**config.mk**
```make
export PLATFORM = sky130hd
export DESIGN_NAME = slot_execution_timeout_watchdog_unit_flat
export DESIGN_NICKNAME = d
export VERILOG_FILES = /design/src/sv/sewd_pkg.sv /design/src/sv/sewd_if.sv /design/src/sv/slot_execution_timeout_watchdog_unit.sv /design/src/sv/sewd_cfg.sv /design/src/sv/sewd_mem.sv /design/src/sv/sewd_ctrl.sv /design/src/flat_wrapper.sv
export SDC_FILE = /design/constraint.sdc
export NUM_CORES = 1
export LEC_CHECK = 0
export ABC_AREA = 0
export BUFFER_PORTS_ARGS = -buffer_cell sky130_fd_sc_hd__buf_2
export CAP_MARGIN = 0
export CORE_MARGIN = 2
export CORE_UTILIZATION = 60
export CTS_CLUSTER_DIAMETER = 30
export CTS_CLUSTER_SIZE = 14
export DETAILED_ROUTE_END_ITERATION = 7
export PLACE_DENSITY = 0.78
export SYNTH_ARGS = -nofsm -noshare
export SYNTH_HDL_FRONTEND = slang
export SYNTH_SLANG_ARGS = --single-unit
```
**constraint.sdc**
```tcl
create_clock -name clk -period 21.2 [get_ports clk]
set_input_delay 4.24 -clock clk [delete_from_list [all_inputs] [get_ports clk]]
set_output_delay 4.24 -clock clk [all_outputs]
set_load 0.005 [all_outputs]
```
**src/sv/sewd_pkg.sv**
```systemverilog
// ----------------------------------------------------------------------------
// Slot watchdog package
// Field widths, codes, register map and shared types.
// ----------------------------------------------------------------------------
package sewd_pkg;

    localparam int NUM_SLOTS_DEF = 16;
    localparam int TIME_BITS_DEF = 32;

    localparam int ACTION_W = 2;
    localparam int SLOT_W   = 4;
    localparam int NOW_W    = 32;
    localparam int EV_W     = 2;
    localparam int KILL_W   = 5;

    localparam int TIMEOUT_W = 32;
    localparam int SLOTS_W   = 5;
    localparam int CFG_DATA_W = 32;
    localparam int CFG_ADDR_W = 3;
    localparam int REG_IDX_W  = 1;

    localparam logic [TIMEOUT_W-1:0] TIMEOUT_RST = 32'd5000;
    localparam logic [SLOTS_W-1:0]   SLOTS_RST   = 5'd16;

    localparam logic [REG_IDX_W-1:0] REG_TIMEOUT = 1'b0;
    localparam logic [REG_IDX_W-1:0] REG_SLOTS   = 1'b1;

    localparam logic [ACTION_W-1:0] ACT_TICK     = 2'd0;
    localparam logic [ACTION_W-1:0] ACT_ACTIVATE = 2'd1;
    localparam logic [ACTION_W-1:0] ACT_RESET    = 2'd2;

    typedef enum logic [1:0] {
        SLOT_AVAIL  = 2'd0,
        SLOT_ACTIVE = 2'd1,
        SLOT_TERM   = 2'd2
    } slot_state_t;

    typedef enum logic [EV_W-1:0] {
        EV_DONE  = 2'd0,
        EV_KILL  = 2'd1,
        EV_ERROR = 2'd2
    } ev_t;

    typedef struct packed {
        logic [TIMEOUT_W-1:0] timeout_ms;
        logic [SLOTS_W-1:0]   slots_in_use;
    } cfg_t;

endpackage

```
**src/sv/sewd_if.sv**
```systemverilog
// ----------------------------------------------------------------------------
// Slot watchdog channels
// Command channel (one beat per item) and event channel (result beats).
// ----------------------------------------------------------------------------
interface sewd_cmd_if;
    logic                          valid;
    logic                          ready;
    logic [sewd_pkg::ACTION_W-1:0] action;
    logic [sewd_pkg::SLOT_W-1:0]   slot;
    logic [sewd_pkg::NOW_W-1:0]    now_ms;

    modport source (output valid, action, slot, now_ms, input ready);
    modport sink   (input valid, action, slot, now_ms, output ready);
endinterface

interface sewd_evt_if;
    logic                        valid;
    logic                        ready;
    logic [sewd_pkg::EV_W-1:0]   event_res;
    logic [sewd_pkg::SLOT_W-1:0] slot_out;
    logic [sewd_pkg::KILL_W-1:0] kill_count;
    logic                        last;

    modport source (output valid, event_res, slot_out, kill_count, last, input ready);
    modport sink   (input valid, event_res, slot_out, kill_count, last, output ready);
endinterface

```
**src/sv/slot_execution_timeout_watchdog_unit.sv**
```systemverilog
// ----------------------------------------------------------------------------
// Slot execution timeout watchdog
// Per-slot watchdog: activate stamps a start time, reset frees a slot, and a
// tick terminates each active slot under the slot count past the timeout.
// ----------------------------------------------------------------------------
// One command is in flight at a time; cmd.ready drops from acceptance until
// the sequencer is back in idle. Activate and reset pass through one table
// read, then the write-back with the result, before the next acceptance. A
// tick walks the first N entries, N being the effective slot count
// (slots_in_use clipped to NUM_SLOTS): the slot table has a single read port
// and is walked one entry per cycle unless a kill waits on the event register,
// then the closing beat is emitted. Each kill found produces one event beat
// (last=0) followed by the closing beat (event_res=done, kill_count, last=1);
// activate and reset produce a single beat with last=1 (event_res=done or
// error). A result beat sitting unclaimed in the event register only stalls
// the sequencer when it has a new beat to place. All slots read as available
// after reset, with no clearing pass. Elapsed time is computed modulo
// 2^TIME_BITS; kill_count saturates at 31.
// ----------------------------------------------------------------------------
module slot_execution_timeout_watchdog_unit #(
    parameter int NUM_SLOTS = sewd_pkg::NUM_SLOTS_DEF,
    parameter int TIME_BITS = sewd_pkg::TIME_BITS_DEF
) (
    input  logic                            clk,
    input  logic                            rst_n,
    sewd_cmd_if.sink                        cmd,
    sewd_evt_if.source                      evt,
    input  logic                            psel,
    input  logic                            penable,
    input  logic                            pwrite,
    input  logic [sewd_pkg::CFG_ADDR_W-1:0] paddr,
    input  logic [sewd_pkg::CFG_DATA_W-1:0] pwdata,
    output logic [sewd_pkg::CFG_DATA_W-1:0] prdata,
    output logic                            pready
);
    import sewd_pkg::*;

    // table address width; covers NUM_SLOTS of 1
    localparam int ADDR_W = (NUM_SLOTS > 1) ? $clog2(NUM_SLOTS) : 1;

    cfg_t                 cfg;
    logic                 rd_en;
    logic [ADDR_W-1:0]    rd_addr;
    logic [1:0]           rd_state;
    logic [TIME_BITS-1:0] rd_time;
    logic                 wr_en;
    logic [ADDR_W-1:0]    wr_addr;
    logic [1:0]           wr_state;
    logic [TIME_BITS-1:0] wr_time;

    // timeout and slot-count registers
    sewd_cfg u_cfg (
        .clk     (clk),
        .rst_n   (rst_n),
        .psel    (psel),
        .penable (penable),
        .pwrite  (pwrite),
        .paddr   (paddr),
        .pwdata  (pwdata),
        .prdata  (prdata),
        .pready  (pready),
        .cfg     (cfg)
    );

    // slot table: state + start time per slot
    sewd_mem #(
        .NUM_SLOTS (NUM_SLOTS),
        .TIME_BITS (TIME_BITS),
        .ADDR_W    (ADDR_W)
    ) u_mem (
        .clk      (clk),
        .rst_n    (rst_n),
        .rd_en    (rd_en),
        .rd_addr  (rd_addr),
        .rd_state (rd_state),
        .rd_time  (rd_time),
        .wr_en    (wr_en),
        .wr_addr  (wr_addr),
        .wr_state (wr_state),
        .wr_time  (wr_time)
    );

    // command sequencer, table walker and event register
    sewd_ctrl #(
        .NUM_SLOTS (NUM_SLOTS),
        .TIME_BITS (TIME_BITS),
        .ADDR_W    (ADDR_W)
    ) u_ctrl (
        .clk      (clk),
        .rst_n    (rst_n),
        .cfg      (cfg),
        .cmd      (cmd),
        .evt      (evt),
        .rd_en    (rd_en),
        .rd_addr  (rd_addr),
        .rd_state (rd_state),
        .rd_time  (rd_time),
        .wr_en    (wr_en),
        .wr_addr  (wr_addr),
        .wr_state (wr_state),
        .wr_time  (wr_time)
    );

endmodule

```
**src/sv/sewd_cfg.sv**
```systemverilog
// ----------------------------------------------------------------------------
// Slot watchdog register file
// APB-style port holding the timeout and slot count registers.
// ----------------------------------------------------------------------------
module sewd_cfg (
    input  logic                                clk,
    input  logic                                rst_n,
    input  logic                                psel,
    input  logic                                penable,
    input  logic                                pwrite,
    input  logic [sewd_pkg::CFG_ADDR_W-1:0]     paddr,
    input  logic [sewd_pkg::CFG_DATA_W-1:0]     pwdata,
    output logic [sewd_pkg::CFG_DATA_W-1:0]     prdata,
    output logic                                pready,
    output sewd_pkg::cfg_t                      cfg
);
    import sewd_pkg::*;

    logic [TIMEOUT_W-1:0] timeout_reg;
    logic [SLOTS_W-1:0]   slots_reg;
    logic [REG_IDX_W-1:0] reg_idx;
    logic                 wr_stb;

    assign pready  = 1'b1;
    assign reg_idx = paddr[CFG_ADDR_W-1:2];
    assign wr_stb  = psel && penable && pwrite && pready;

    always_ff @(posedge clk or negedge rst_n)
    begin
        if (!rst_n)
        begin
            timeout_reg <= TIMEOUT_RST;
            slots_reg   <= SLOTS_RST;
        end
        else if (wr_stb)
        begin
            unique case (reg_idx)
                REG_TIMEOUT: timeout_reg <= pwdata[TIMEOUT_W-1:0];
                REG_SLOTS:   slots_reg   <= pwdata[SLOTS_W-1:0];
            endcase
        end
    end

    always_comb
    begin
        unique case (reg_idx)
            REG_TIMEOUT: prdata = CFG_DATA_W'(timeout_reg);
            REG_SLOTS:   prdata = CFG_DATA_W'(slots_reg);
        endcase
    end

    assign cfg.timeout_ms   = timeout_reg;
    assign cfg.slots_in_use = slots_reg;

endmodule

```
**src/sv/sewd_mem.sv**
```systemverilog
// ----------------------------------------------------------------------------
// Slot watchdog slot table
// One-port-read, one-port-write table of {state, start time}, with a
// registered read. Per-entry written flags make unwritten slots read available.
// ----------------------------------------------------------------------------
module sewd_mem #(
    parameter int NUM_SLOTS = sewd_pkg::NUM_SLOTS_DEF,
    parameter int TIME_BITS = sewd_pkg::TIME_BITS_DEF,
    parameter int ADDR_W    = (NUM_SLOTS > 1) ? $clog2(NUM_SLOTS) : 1
) (
    input  logic                 clk,
    input  logic                 rst_n,
    input  logic                 rd_en,
    input  logic [ADDR_W-1:0]    rd_addr,
    output logic [1:0]           rd_state,
    output logic [TIME_BITS-1:0] rd_time,
    input  logic                 wr_en,
    input  logic [ADDR_W-1:0]    wr_addr,
    input  logic [1:0]           wr_state,
    input  logic [TIME_BITS-1:0] wr_time
);
    import sewd_pkg::*;

    localparam int ENT_W = TIME_BITS + 2;

    logic [ENT_W-1:0]     ram [NUM_SLOTS];
    logic [ENT_W-1:0]     rd_data_reg;
    logic [NUM_SLOTS-1:0] written_reg;
    logic                 rd_written_reg;

    always_ff @(posedge clk)
    begin
        if (wr_en)
            ram[wr_addr] <= {wr_state, wr_time};
        if (rd_en)
            rd_data_reg <= ram[rd_addr];
    end

    always_ff @(posedge clk or negedge rst_n)
    begin
        if (!rst_n)
        begin
            written_reg    <= '0;
            rd_written_reg <= 1'b0;
        end
        else
        begin
            if (wr_en)
                written_reg[wr_addr] <= 1'b1;
            if (rd_en)
                rd_written_reg <= written_reg[rd_addr];
        end
    end

    // read data holds while rd_en is low, so a stalled consumer keeps its entry
    assign rd_state = rd_written_reg ? rd_data_reg[ENT_W-1 -: 2] : SLOT_AVAIL;
    assign rd_time  = rd_data_reg[TIME_BITS-1:0];

endmodule

```
**src/sv/sewd_ctrl.sv**
```systemverilog
// ----------------------------------------------------------------------------
// Slot watchdog sequencer
// Accepts commands, walks the slot table one entry per cycle on a tick while
// no kill waits on the event register, does read-modify-write for
// activate/reset, and drives the event register.
module sewd_ctrl #(
    parameter int NUM_SLOTS = sewd_pkg::NUM_SLOTS_DEF,
    parameter int TIME_BITS = sewd_pkg::TIME_BITS_DEF,
    parameter int ADDR_W    = (NUM_SLOTS > 1) ? $clog2(NUM_SLOTS) : 1
) (
    input  logic                 clk,
    input  logic                 rst_n,
    input  sewd_pkg::cfg_t       cfg,
    sewd_cmd_if.sink             cmd,
    sewd_evt_if.source           evt,
    output logic                 rd_en,
    output logic [ADDR_W-1:0]    rd_addr,
    input  logic [1:0]           rd_state,
    input  logic [TIME_BITS-1:0] rd_time,
    output logic                 wr_en,
    output logic [ADDR_W-1:0]    wr_addr,
    output logic [1:0]           wr_state,
    output logic [TIME_BITS-1:0] wr_time
);
    import sewd_pkg::*;

    localparam int CNT_W = $clog2(NUM_SLOTS + 1);
    localparam int CMP_W = (TIME_BITS > TIMEOUT_W) ? TIME_BITS : TIMEOUT_W;

    typedef enum logic [1:0] {
        ST_IDLE,
        ST_SCAN,
        ST_SINGLE,
        ST_CLOSE
    } state_t;

    state_t                state_reg,    state_next;
    logic [ACTION_W-1:0]   act_reg,      act_next;
    logic [SLOT_W-1:0]     slot_reg,     slot_next;
    logic [TIME_BITS-1:0]  now_reg,      now_next;
    logic [CNT_W-1:0]      n_reg,        n_next;
    logic [ADDR_W-1:0]     idx_reg,      idx_next;
    logic [KILL_W-1:0]     kills_reg,    kills_next;
    logic                  err_reg,      err_next;
    logic                  ovld_reg,     ovld_next;
    logic [EV_W-1:0]       oev_reg,      oev_next;
    logic [SLOT_W-1:0]     oslot_reg,    oslot_next;
    logic [KILL_W-1:0]     ocnt_reg,     ocnt_next;
    logic                  olast_reg,    olast_next;

    logic                  out_free;
    logic [CNT_W-1:0]      n_eff;
    logic [TIME_BITS-1:0]  elapsed;
    logic                  kill_hit;
    logic                  bad;
    logic [ADDR_W-1:0]     cmd_addr;

    assign out_free = !ovld_reg || evt.ready;
    assign n_eff    = (int'(cfg.slots_in_use) > NUM_SLOTS) ? CNT_W'(NUM_SLOTS)
                                                          : CNT_W'(cfg.slots_in_use);
    assign elapsed  = now_reg - rd_time;
    assign kill_hit = (rd_state == SLOT_ACTIVE) &&
                      (CMP_W'(elapsed) > CMP_W'(cfg.timeout_ms));
    assign bad      = err_reg ||
                      ((act_reg == ACT_ACTIVATE) && (rd_state != SLOT_AVAIL)) ||
                      ((act_reg == ACT_RESET) && (rd_state == SLOT_AVAIL));
    // out-of-table slots are errors anyway; keep the address in range
    assign cmd_addr = (int'(cmd.slot) < NUM_SLOTS) ? ADDR_W'(cmd.slot) : '0;

    assign cmd.ready      = (state_reg == ST_IDLE);
    assign evt.valid      = ovld_reg;
    assign evt.event_res  = oev_reg;
    assign evt.slot_out   = oslot_reg;
    assign evt.kill_count = ocnt_reg;
    assign evt.last       = olast_reg;

    // Reads and writes never hit the same entry in one cycle: a scan writes
    // entry i while reading i+1, and activate/reset write after their read.
    always_comb
    begin
        state_next = state_reg;
        act_next   = act_reg;
        slot_next  = slot_reg;
        now_next   = now_reg;
        n_next     = n_reg;
        idx_next   = idx_reg;
        kills_next = kills_reg;
        err_next   = err_reg;
        ovld_next  = ovld_reg && !evt.ready;
        oev_next   = oev_reg;
        oslot_next = oslot_reg;
        ocnt_next  = ocnt_reg;
        olast_next = olast_reg;
        rd_en      = 1'b0;
        rd_addr    = idx_reg;
        wr_en      = 1'b0;
        wr_addr    = idx_reg;
        wr_state   = rd_state;
        wr_time    = rd_time;

        unique case (state_reg)
            ST_IDLE:
            begin
                if (cmd.valid)
                begin
                    act_next   = cmd.action;
                    slot_next  = cmd.slot;
                    now_next   = TIME_BITS'(cmd.now_ms);
                    n_next     = n_eff;
                    kills_next = '0;
                    idx_next   = '0;
                    err_next   = !((cmd.action == ACT_ACTIVATE) || (cmd.action == ACT_RESET))
                                 || (CNT_W'(cmd.slot) >= n_eff)
                                 || (int'(cmd.slot) >= int'(n_eff));
                    if (cmd.action == ACT_TICK)
                    begin
                        if (n_eff == '0)
                            state_next = ST_CLOSE;
                        else
                        begin
                            rd_en      = 1'b1;
                            rd_addr    = '0;
                            state_next = ST_SCAN;
                        end
                    end
                    else
                    begin
                        rd_en      = 1'b1;
                        rd_addr    = cmd_addr;
                        state_next = ST_SINGLE;
                    end
                end
            end

            ST_SCAN:
            begin
                // a kill waits for the event register; other slots never stall
                if (!kill_hit || out_free)
                begin
                    if (kill_hit)
                    begin
                        wr_en      = 1'b1;
                        wr_state   = SLOT_TERM;
                        ovld_next  = 1'b1;
                        oev_next   = EV_KILL;
                        oslot_next = SLOT_W'(idx_reg);
                        ocnt_next  = '0;
                        olast_next = 1'b0;
                        kills_next = (kills_reg == '1) ? kills_reg : kills_reg + KILL_W'(1);
                    end
                    if (CNT_W'(idx_reg) + CNT_W'(1) == n_reg)
                        state_next = ST_CLOSE;
                    else
                    begin
                        idx_next = idx_reg + ADDR_W'(1);
                        rd_en    = 1'b1;
                        rd_addr  = idx_reg + ADDR_W'(1);
                    end
                end
            end

            ST_SINGLE:
            begin
                if (out_free)
                begin
                    if (!bad)
                    begin
                        wr_en   = 1'b1;
                        wr_addr = ADDR_W'(slot_reg);
                        if (act_reg == ACT_ACTIVATE)
                        begin
                            wr_state = SLOT_ACTIVE;
                            wr_time  = now_reg;
                        end
                        else
                            wr_state = SLOT_AVAIL;
                    end
                    ovld_next  = 1'b1;
                    oev_next   = bad ? EV_ERROR : EV_DONE;
                    oslot_next = slot_reg;
                    ocnt_next  = '0;
                    olast_next = 1'b1;
                    state_next = ST_IDLE;
                end
            end

            ST_CLOSE:
            begin
                if (out_free)
                begin
                    ovld_next  = 1'b1;
                    oev_next   = EV_DONE;
                    oslot_next = '0;
                    ocnt_next  = kills_reg;
                    olast_next = 1'b1;
                    state_next = ST_IDLE;
                end
            end
        endcase
    end

    always_ff @(posedge clk or negedge rst_n)
    begin
        if (!rst_n)
        begin
            state_reg <= ST_IDLE;
            act_reg   <= ACT_TICK;
            slot_reg  <= '0;
            now_reg   <= '0;
            n_reg     <= '0;
            idx_reg   <= '0;
            kills_reg <= '0;
            err_reg   <= 1'b0;
            ovld_reg  <= 1'b0;
            oev_reg   <= EV_DONE;
            oslot_reg <= '0;
            ocnt_reg  <= '0;
            olast_reg <= 1'b0;
        end
        else
        begin
            state_reg <= state_next;
            act_reg   <= act_next;
            slot_reg  <= slot_next;
            now_reg   <= now_next;
            n_reg     <= n_next;
            idx_reg   <= idx_next;
            kills_reg <= kills_next;
            err_reg   <= err_next;
            ovld_reg  <= ovld_next;
            oev_reg   <= oev_next;
            oslot_reg <= oslot_next;
            ocnt_reg  <= ocnt_next;
            olast_reg <= olast_next;
        end
    end

endmodule

```
**src/flat_wrapper.sv**
```systemverilog
// flat-port wrapper written by rule: the top's interface ports become plain ports
module slot_execution_timeout_watchdog_unit_flat import sewd_pkg::*;
#(
    parameter int NUM_SLOTS = sewd_pkg::NUM_SLOTS_DEF,
    parameter int TIME_BITS = sewd_pkg::TIME_BITS_DEF
)
  (clk, rst_n, psel, penable, pwrite, paddr, pwdata, prdata, pready, cmd_valid, cmd_action, cmd_slot, cmd_now_ms, cmd_ready, evt_valid, evt_event_res, evt_slot_out, evt_kill_count, evt_last, evt_ready);
  sewd_cmd_if cmd_i ();
  sewd_evt_if evt_i ();
  input  logic clk;
  input  logic rst_n;
  input  logic psel;
  input  logic penable;
  input  logic pwrite;
  input  logic [sewd_pkg::CFG_ADDR_W-1:0] paddr;
  input  logic [sewd_pkg::CFG_DATA_W-1:0] pwdata;
  output logic [sewd_pkg::CFG_DATA_W-1:0] prdata;
  output logic pready;
  input wire logic [$bits(cmd_i.valid)-1:0] cmd_valid;
  input wire logic [$bits(cmd_i.action)-1:0] cmd_action;
  input wire logic [$bits(cmd_i.slot)-1:0] cmd_slot;
  input wire logic [$bits(cmd_i.now_ms)-1:0] cmd_now_ms;
  output wire logic [$bits(cmd_i.ready)-1:0] cmd_ready;
  output wire logic [$bits(evt_i.valid)-1:0] evt_valid;
  output wire logic [$bits(evt_i.event_res)-1:0] evt_event_res;
  output wire logic [$bits(evt_i.slot_out)-1:0] evt_slot_out;
  output wire logic [$bits(evt_i.kill_count)-1:0] evt_kill_count;
  output wire logic [$bits(evt_i.last)-1:0] evt_last;
  input wire logic [$bits(evt_i.ready)-1:0] evt_ready;
  assign cmd_i.valid = cmd_valid;
  assign cmd_i.action = cmd_action;
  assign cmd_i.slot = cmd_slot;
  assign cmd_i.now_ms = cmd_now_ms;
  assign cmd_ready = cmd_i.ready;
  assign evt_valid = evt_i.valid;
  assign evt_event_res = evt_i.event_res;
  assign evt_slot_out = evt_i.slot_out;
  assign evt_kill_count = evt_i.kill_count;
  assign evt_last = evt_i.last;
  assign evt_i.ready = evt_ready;
  slot_execution_timeout_watchdog_unit #(.NUM_SLOTS(NUM_SLOTS), .TIME_BITS(TIME_BITS)) u_core (.clk(clk), .rst_n(rst_n), .cmd(cmd_i), .evt(evt_i), .psel(psel), .penable(penable), .pwrite(pwrite), .paddr(paddr), .pwdata(pwdata), .prdata(prdata), .pready(pready));
endmodule
```
**Yosys cells after proc, flatten, opt, wreduce, memory -nomap -nowiden**

Memories as Yosys holds them, arrays and structs flattened. A register that Yosys moved wholly into a read port is not among the register bits.
Index checks and enable logic that the tools add are counted.

- Mux-type cells: 76
- Add/sub/neg operators: 4
- Reduce and logical (&&, ||, !) cells: 35
- Eq/ne operators: 18
- Bitwise logic cells: 2
- $lt $le $gt $ge: 7

Operators with widths:

| operator | count |
|---|---|
| $mux W32 | 4 |
| $pmux W32 S2 | 1 |
| $mux W4 | 13 |
| $mux W5 | 9 |
| $gt A32 B32 Y1 | 1 |
| $sub A32 B32 Y32 | 1 |
| $mux W2 | 15 |
| $mux W1 | 20 |
| $or A16 B16 Y16 | 1 |
| $pmux W4 S2 | 2 |
| $pmux W5 S3 | 1 |
| $ne A2 B2 Y1 const B | 7 |
| $pmux W2 S3 | 2 |
| $pmux W4 S3 | 1 |
| $ge A4 B5 Y1 | 2 |
| $lt A4 B5 Y1 const B | 2 |
| $pmux W5 S2 | 1 |
| $reduce_and A5 Y1 | 2 |
| $eq A2 B1 Y1 const B | 4 |
| $eq A2 B2 Y1 const B | 4 |
| $pmux W1 S2 | 4 |
| $reduce_and A2 Y1 | 4 |
| $reduce_and A4 Y1 | 2 |
| $logic_and A1 B1 Y1 | 7 |
| 19 further kinds | 32 |

- Bits of input ports: 80
- Logic and storage cells: 160
- Memories: 1
- RAM bits: 544
- Bits in registers: 122

Memory list:

| memory | words | width | rd ports | clocked after Yosys merged registers in | write ports | line | source |
|---|---|---|---|---|---|---|---|
| u_core.u_mem.ram | 16 | 34 | 1 | 1 | 1 | sewd_mem.sv:26 | `logic [ENT_W-1:0] ram [NUM_SLOTS];` |

**Logic depth before layout (Yosys ltp)**

Gate-level depths: netlist (run 1).

- Word-level depth: 13
- Depth in mapped cells: 29
- Mapped depth without buffers: 25

**By module**

A second synthesis (run 1) with hierarchy kept.

- Cell total of the unflattened synthesis: 1,748
- Area total of the unflattened synthesis: 31,069.8 sq um

Modules (own cells, without submodules):

| module | instances | area each (sq um) | sequential area each (sq um) | cells each |
|---|---|---|---|---|
| sewd_mem | 1 | 23,042.1 | 17,782.1 | 886 |
| sewd_ctrl | 1 | 6,241.0 | 1,701.6 | 745 |
| sewd_cfg | 1 | 1,786.7 | 933.4 | 117 |

**Least setup slack after synthesis (run 1)**

No wires, ideal clock.

- Path kind: input-to-output
- Start: input port paddr[2] in the netlist's numbering
- End: output port prdata[3] in the netlist's numbering
- Path slack: 12.034 ns
- Path buffers: 2
- Required time: 16.960 ns
- Cell stages on the path: 4
- Arrival time: 4.926 ns
- Cell sequence: clkbuf_1 > buf_1 > nand2_1 > o21ai_0

- Longest elaborated chain between the ends: 2

RTL lines:

| element | line | source |
|---|---|---|
| start: declaration | flat_wrapper.sv:15 | `input logic [sewd_pkg::CFG_ADDR_W-1:0] paddr;` |
| $not A1 Y1 | - |  |
| $pmux W32 S2 (*) | sewd_cfg.sv:46 | `unique case (reg_idx)` |
| end: declaration | flat_wrapper.sv:17 | `output logic [sewd_pkg::CFG_DATA_W-1:0] prdata;` |

Mark *: on every way between the ends. The rest lies on a longest branch, timed or not.

**Worst setup path in the final report (run 1)**

- Start: register u_core.u_ctrl.now_reg[0]
- End: register u_core.u_mem.rd_data_reg[30], read port of u_core.u_mem.ram (data pin)

- Longest elaborated chain between the ends: 7
- Elaborated cells between the ends (all ways): 9

RTL lines:

| element | line | source |
|---|---|---|
| start: declaration | sewd_ctrl.sv:40 | `logic [TIME_BITS-1:0] now_reg, now_next;` |
| start signal: assignment | sewd_ctrl.sv:225 | `now_reg <= now_next;` |
| $sub A32 B32 Y32 (*) | sewd_ctrl.sv:61 | `assign elapsed = now_reg - rd_time;` |
| $gt A32 B32 Y1 (*) | sewd_ctrl.sv:63 | `(CMP_W'(elapsed) > CMP_W'(cfg.timeout_ms));` |
| $logic_and A1 B1 Y1 (*) | sewd_ctrl.sv:62 | `assign kill_hit = (rd_state == SLOT_ACTIVE) &&` |
| $logic_not A1 Y1 (*) | sewd_ctrl.sv:138 | `if (!kill_hit \|\| out_free)` |
| $logic_or A1 B1 Y1 (*) | sewd_ctrl.sv:138 |  |
| $mux W4 or $mux W1 (tied branches) | sewd_ctrl.sv:138 |  |
| $pmux W4 S2 or $pmux W1 S2 (tied branches) | sewd_ctrl.sv:101 | `unique case (state_reg)` |
| end: declaration | sewd_mem.sv:27 | `logic [ENT_W-1:0] rd_data_reg;` |

Marked as above.
A chain may end at the register's enable or synchronous reset.

==> results of run 1 <==
[worst min-delay path by stage]
stage | startpoint | to | slack, ps
finish | u_core.u_mem.written_reg[6]$_DFFE_PN0N_ | u_core.u_mem.written_reg[6]$_DFFE_PN0N_ | 470
detailed placement | u_core.u_mem.written_reg[14]$_DFFE_PN0N_ | u_core.u_mem.written_reg[14]$_DFFE_PN0N_ | 460
global route | u_core.u_mem.written_reg[6]$_DFFE_PN0N_ | u_core.u_mem.written_reg[6]$_DFFE_PN0N_ | 480
CTS | u_core.u_mem.written_reg[6]$_DFFE_PN0N_ | u_core.u_mem.written_reg[6]$_DFFE_PN0N_ | 470
floorplan | u_core.u_mem.written_reg[0]$_DFFE_PN0N_ | u_core.u_mem.written_reg[0]$_DFFE_PN0N_ | 440
global placement | u_core.u_ctrl.evt.event_res[0]$_DFFE_PN0P_ | u_core.u_ctrl.evt.event_res[0]$_DFFE_PN0P_ | 450
[worst reg2reg max path: cells and delay by family, from the launching register on]
| family | cells | cell delay, ps |
|---|---|---|
| simple gates | 4 | 1580 |
| compound gates | 12 | 3390 |
| buf+inv | 5 | 2850 |
| mux | 4 | 780 |
| fa+ha+maj | 3 | 1020 |
| flops | 1 | 390 |
[per-layer routing]
layer	vias to the layer above	wire, um	global-route usage [%]
met4	0	2535	12.00
met2	802	35860	45.35
met1	9322	30120	35.53
met3	180	5038	5.811
li1	8464	-	-
met5	-	0	0
[kinds of logic (layout without fill, tap and decap cells)]
logic type	count (synthesis)	count (layout)	synth area share (%)
multiplexers	598	598	19.28
buffers and inverters	169	501	2.986
flip-flops	700	700	64.71
XOR/XNOR	33	33	0.9160
adder cells (fa/ha/maj)	76	76	3.038
AND/OR/NAND/NOR	282	282	4.013
AO/OA/AOI/OAI	245	245	5.044
other	1	3	0.01189
[stage by stage]
step | util [%] | setup slack (ps) | cell area (um2)
2_1_floorplan | - | 12030 | 31550
3_3_place_gp | 63.21 | 11210 | 33020
3_5_place_dp | 63.21 | 11120 | 33020
4_1_cts | 71.45 | 11000 | 37320
5_1_grt | 71.45 | 10350 | 37320
6_report | 71.46 | 10900 | 37330
[power breakdown]
group / switching [mW] / total (mW) / leakage [nW] / internal [mW]
clock network: 0.667 / 1.99 / 2.08 / 1.32
logic: 1.24 / 2.05 / 5.32 / 0.805
registers: 0.0862 / 1.91 / 6.72 / 1.82
[layout make-up]
type	count	area [um2]
antenna	2	5.005
clock buffer	168	3623
clock inverter	66	676.9
fill	3204	14910
inverter	80	300.3
multi-input combinational	1235	10340
sequential	700	20420
tap	688	860.8
timing repair buffer	187	1102
[synthesized netlist by cell type, drive strengths merged (3+ instances only)]
master and number:
clkbuf 29, or3 3, buf 60, xor2 11
o211a 3, nand2 98, or2 3, o31a 4
nor2b 10, nand3 20, nand4 9, o21a 11
edfxtp 578, o31ai 5, o21bai 18, o21ai 80
nor3 13, dfstp 6, or4 4, a21oi 47
mux2 78, o22ai 3, dfrtp 116, a22oi 7
nor2 95, ha 75, a31oi 9, a211oi 5
a21o 19, xnor2 22, o211ai 5, nand2b 13
inv 80, mux2i 520, o311ai 4
==> impl_metrics.env, run 1 <==
export IMPL_outcome="finished, final reports clean"
export IMPL_syn_num_nets=2260
export IMPL_grt_max_degree=69
export IMPL_port_buffer_count=123
export IMPL_clock_path_buffers=3
export IMPL_syn_area_mm2=0.03155
export IMPL_cp_slowest_stage_delay_ps=920
export IMPL_end_kind="register"
export IMPL_drt_iter0_markers=1912
export IMPL_p_leak_nw=14.12
export IMPL_cap_violations=0
export IMPL_power_density_mw_per_mm2=159.3
export IMPL_cts_setup_buffers=0
export IMPL_synthCells=2104
export IMPL_die_h_um=233.3
export IMPL_synthTopCellsByArea="edfxtp_1 (55%), mux2i_1 (16%), dfrtp_1 (9.2%)"
export IMPL_critPathCapture="u_core.u_mem.rd_data_reg[30]$_DFFE_PP_"
export IMPL_yosys_register_bits=700
export IMPL_ir_drop_uv=112.3
export IMPL_layout_drive_gt1_share_pct=20.81
export IMPL_synthToLayoutAreaGrowth_pct=18.30
export IMPL_clk_pin_slew_ps=50
export IMPL_clkLatencyLatePin_ps=700
export IMPL_reg2reg_to="u_core.u_mem.rd_data_reg[30]$_DFFE_PP_"
export IMPL_hold_violations=0
export IMPL_ctsHoldBuffers=0
export IMPL_root_buffer="clkbuf_16"
export IMPL_synth_top_area_cell="edfxtp_1"
export IMPL_final_common_cell="edfxtp_1"
export IMPL_finalSetupViolations=0
export IMPL_reg2reg_from="u_core.u_ctrl.now_reg[0]$_DFFE_PN0P_"
export IMPL_drt_pass1_iterations=6
export IMPL_crit_required_ps=21600
export IMPL_crit_path_max_fanout=68
export IMPL_drc_errors=0
export IMPL_fin_tns_setup_ps=0
export IMPL_slew_violations=0
export IMPL_startpoint_type="register"
export IMPL_synthDominantCellAreaShare_pct=55.01
export IMPL_htreeDepth=4
export IMPL_rsz0062_at_grt="false"
export IMPL_stdcell_count=3126
export IMPL_vias_per_cell=6.004
export IMPL_worst_pin_slew_ps=1165
export IMPL_gp_congestion=0.8684
export IMPL_r2r_cells=28
export IMPL_hold_path_depth=1
export IMPL_clock_sinks=700
export IMPL_synth_distinct_cells=70
export IMPL_cts_buffers=130
export IMPL_dp_hpwl_um=40070
export IMPL_rrSetupSlack_ps=10900
export IMPL_placed_cells=2890
export IMPL_worstHoldPathType="reg -> reg"
export IMPL_routed_wl_um=73560
export IMPL_cpMostUsedCell="mux2i_1"
export IMPL_crit_cells=28
export IMPL_cts_tree="yes"
export IMPL_wl_per_cell_um=23.53
export IMPL_relSlewSlack_pct=22.34
export IMPL_layout_common_cells="edfxtp_1 (578), mux2i_1 (520), clkbuf_16 (136), buf_2 (122), dfrtp_1 (116)"
export IMPL_die_area_mm2=0.05444
export IMPL_post_route_period_util_pct=48.57
export IMPL_crit_buf_inv=5
export IMPL_worstSetupPathType="reg -> reg"
export IMPL_cp_startpoint="u_core.u_ctrl.now_reg[0]$_DFFE_PN0P_"
export IMPL_nets=2490
export IMPL_async_reset_ff_share_pct=17.43
export IMPL_power_mw=5.948
export IMPL_ant_nets=0
export IMPL_synth_ff_type="edfxtp_1"
export IMPL_die_w_um=233.3
export IMPL_period_minus_slack_ps=10300
export IMPL_row_count=84
export IMPL_crit_arrival_ps=10700
export IMPL_start_util_pct=60.40
export IMPL_ctsResizeCount=0
export IMPL_grt_pass1_wl_um=110600
export IMPL_vias=18770
export IMPL_yosys_warnings=0
export IMPL_synth_seq_area_share_pct=64.71
export IMPL_skew_ps=23.53
export IMPL_synth_avg_cell_area_um2=15.00
export IMPL_largest_reg_flops=544
export IMPL_path_delay_family="compound AO/OA/AOI/OAI gates"
export IMPL_max_freq_mhz=97.13
export IMPL_grt_antenna_before_repair=2
export IMPL_grt_pass1_vias=19020
export IMPL_grt_ovfl_total=0
export IMPL_cp_slowest_cell="buf_4"
export IMPL_pin_count=127
export IMPL_synth_edff_count=578
export IMPL_whs_ps=466.3
export IMPL_core_area_mm2=0.05224
export IMPL_grt_usage_pct=27.57
Note: power is estimated with default switching activity, not from simulation.
==> run 2: changes to the inputs <==
clock period = 9.8 ns   (was 21.2 ns; I/O delays follow)
==> run 2 against run 1 <==
Total power is 120% higher. Sequential share of layout area is 0.63 points lower. Clock skew is 11 ps higher. Via count is 0.75% higher. Wire length is 1.0% higher. Die area stayed put. Clock-buffer cell count is 5 lower. Setup slack worse by 9700 ps. Non-clock buffer count is 6 higher. Combinational power is 120% higher. Clock power is 130% higher. Largest cell class unchanged. Largest power group is now clock.
==> impl_metrics.env, run 2 (synthesis gave the netlist of run 1 again) <==
export IMPL_outcome="finished, final reports clean"
export IMPL_placed_cells=2896
export IMPL_grt_usage_pct=27.78
export IMPL_drt_pass1_iterations=5
export IMPL_clk_pin_slew_ps=50
export IMPL_final_common_cell="edfxtp_1"
export IMPL_htreeDepth=4
export IMPL_cts_buffers=132
export IMPL_die_h_um=233.3
export IMPL_clock_path_buffers=3
export IMPL_worstHoldPathType="reg -> reg"
export IMPL_relSlewSlack_pct=20.57
export IMPL_grt_pass1_vias=19420
export IMPL_period_minus_slack_ps=8636
export IMPL_largest_reg_flops=544
export IMPL_cts_setup_buffers=0
export IMPL_fin_tns_setup_ps=0
export IMPL_p_leak_nw=14.32
export IMPL_cts_tree="yes"
export IMPL_timing_final_ws_setup_ps=1164
export IMPL_crit_arrival_ps=9250
export IMPL_worst_pin_slew_ps=1184
export IMPL_utilization_pct=72.29
export IMPL_nets=2498
export IMPL_wl_per_cell_um=23.68
export IMPL_synthToLayoutAreaGrowth_pct=19.68
export IMPL_slew_violations=0
export IMPL_stdcell_count=3139
export IMPL_root_buffer="clkbuf_16"
export IMPL_rsz0062_at_grt="false"
export IMPL_power_density_mw_per_mm2=349.6
export IMPL_vias_per_cell=6.024
export IMPL_skew_ps=34.15
export IMPL_critPathCapture="u_core.u_mem.rd_written_reg$_DFFE_PN0P_"
export IMPL_reg2reg_to="u_core.u_mem.rd_written_reg$_DFFE_PN0P_"
export IMPL_max_freq_mhz=115.8
export IMPL_gp_congestion=0.8705
export IMPL_grt_ovfl_total=0
export IMPL_row_count=84
export IMPL_grt_pass1_wl_um=111800
export IMPL_drc_errors=0
export IMPL_ir_drop_uv=194.8
export IMPL_dp_hpwl_um=42540
export IMPL_crit_path_max_fanout=35
export IMPL_place_ws_ps=1505
export IMPL_routed_wl_um=74330
export IMPL_worstSetupPathType="reg -> reg"
export IMPL_end_kind="register"
export IMPL_cp_startpoint="u_core.u_ctrl.now_reg[0]$_DFFE_PN0P_"
export IMPL_hold_violations=0
export IMPL_layout_drive_gt1_share_pct=21.09
export IMPL_n_fill_cell=3200
export IMPL_ctsHoldBuffers=0
export IMPL_vias=18910
export IMPL_finalSetupViolations=0
export IMPL_core_area_mm2=0.05224
export IMPL_reg2reg_from="u_core.u_ctrl.now_reg[0]$_DFFE_PN0P_"
export IMPL_cap_violations=0
export IMPL_num_antenna_cells=0
export IMPL_pin_count=127
export IMPL_whs_ps=474.0
export IMPL_startpoint_type="register"
export IMPL_drt_iter0_markers=1602
export IMPL_die_w_um=233.3
export IMPL_die_area_mm2=0.05444
export IMPL_grt_antenna_before_repair=0
export IMPL_start_util_pct=60.40
export IMPL_grt_max_degree=107
export IMPL_crit_required_ps=10420
export IMPL_clkLatencyLatePin_ps=720
export IMPL_ant_nets=0
export IMPL_post_route_period_util_pct=88.12
export IMPL_port_buffer_count=123
export IMPL_layout_common_cells="edfxtp_1 (578), mux2i_1 (520), clkbuf_16 (137), buf_2 (122), dfrtp_1 (116)"
export IMPL_ctsResizeCount=0
export IMPL_clock_sinks=700
export IMPL_r2r_cells=26
export IMPL_rrSetupSlack_ps=1160
## run 2: critical path, cell delays in order, from the launching register on
cell	delay, ps
dfrtp_1	390
inv_1	60
ha_1	220
inv_1	70
fa_1	400
a21o_1	170
a21oi_1	280
o21ai_0	170
a41o_1	330
o211a_1	270
o31a_1	340
o31ai_1	730
a211oi_1	200
nor2_1	240
o311ai_0	230
ha_1	390
nand4_1	150
or4_1	590
o31ai_2	250
a31oi_1	170
or3_1	560
o211ai_1	490
nand2_4	550
buf_4	550
mux2i_1	370
a21oi_1	110
o211ai_1	200
## run 2: cell type report
type	instances	area, um2	area share (%)
sequential	700	20420	54.07
tap	688	860.8	2.280
clock inverter	80	1041	2.757
clock buffer	163	3566	9.444
multi-input combinational	1235	10340	27.38
inverter	80	300.3	0.7953
timing repair buffer	193	1235	3.270
## run 2: report_power, final
group / switching [mW] / leakage (nW) / internal [mW]
clock network: 1.50 / 2.23 / 3.14
registers: 0.188 / 6.72 / 3.94
logic: 2.69 / 5.38 / 1.74
## run 2: how the worst min path moves through the flow
stage	from	end	slack, ps	depth (start not counted)
2_1_floorplan	u_core.u_mem.written_reg[0]$_DFFE_PN0N_	u_core.u_mem.written_reg[0]$_DFFE_PN0N_	440	1
3_3_place_gp	u_core.u_ctrl.evt.event_res[0]$_DFFE_PN0P_	u_core.u_ctrl.evt.event_res[0]$_DFFE_PN0P_	460	1
3_5_place_dp	u_core.u_mem.written_reg[8]$_DFFE_PN0N_	u_core.u_mem.written_reg[8]$_DFFE_PN0N_	460	1
4_1_cts	u_core.u_mem.written_reg[8]$_DFFE_PN0N_	u_core.u_mem.written_reg[8]$_DFFE_PN0N_	470	1
5_1_grt	u_core.u_mem.written_reg[2]$_DFFE_PN0N_	u_core.u_mem.written_reg[2]$_DFFE_PN0N_	500	1
6_report	u_core.u_mem.written_reg[11]$_DFFE_PN0N_	u_core.u_mem.written_reg[11]$_DFFE_PN0N_	470	1
## run 2: metal layers
| metal | track usage (%) | routed length, um |
|---|---|---|
| met1 | 35.73 | 30900 |
| met2 | 45.90 | 36250 |
| met3 | 5.737 | 4656 |
| met4 | 12.08 | 2518 |
| met5 | 0 | 0 |
## run 2: stage by stage
step / cell area [um2] / power, mW
after floorplan: 31550 / 7.291
after global placement: 33150 / 8.321
after detailed placement: 33150 / 8.489
after CTS: 37760 / 13.19
after global routing: 37760 / 13.80
final: 37760 / 13.20
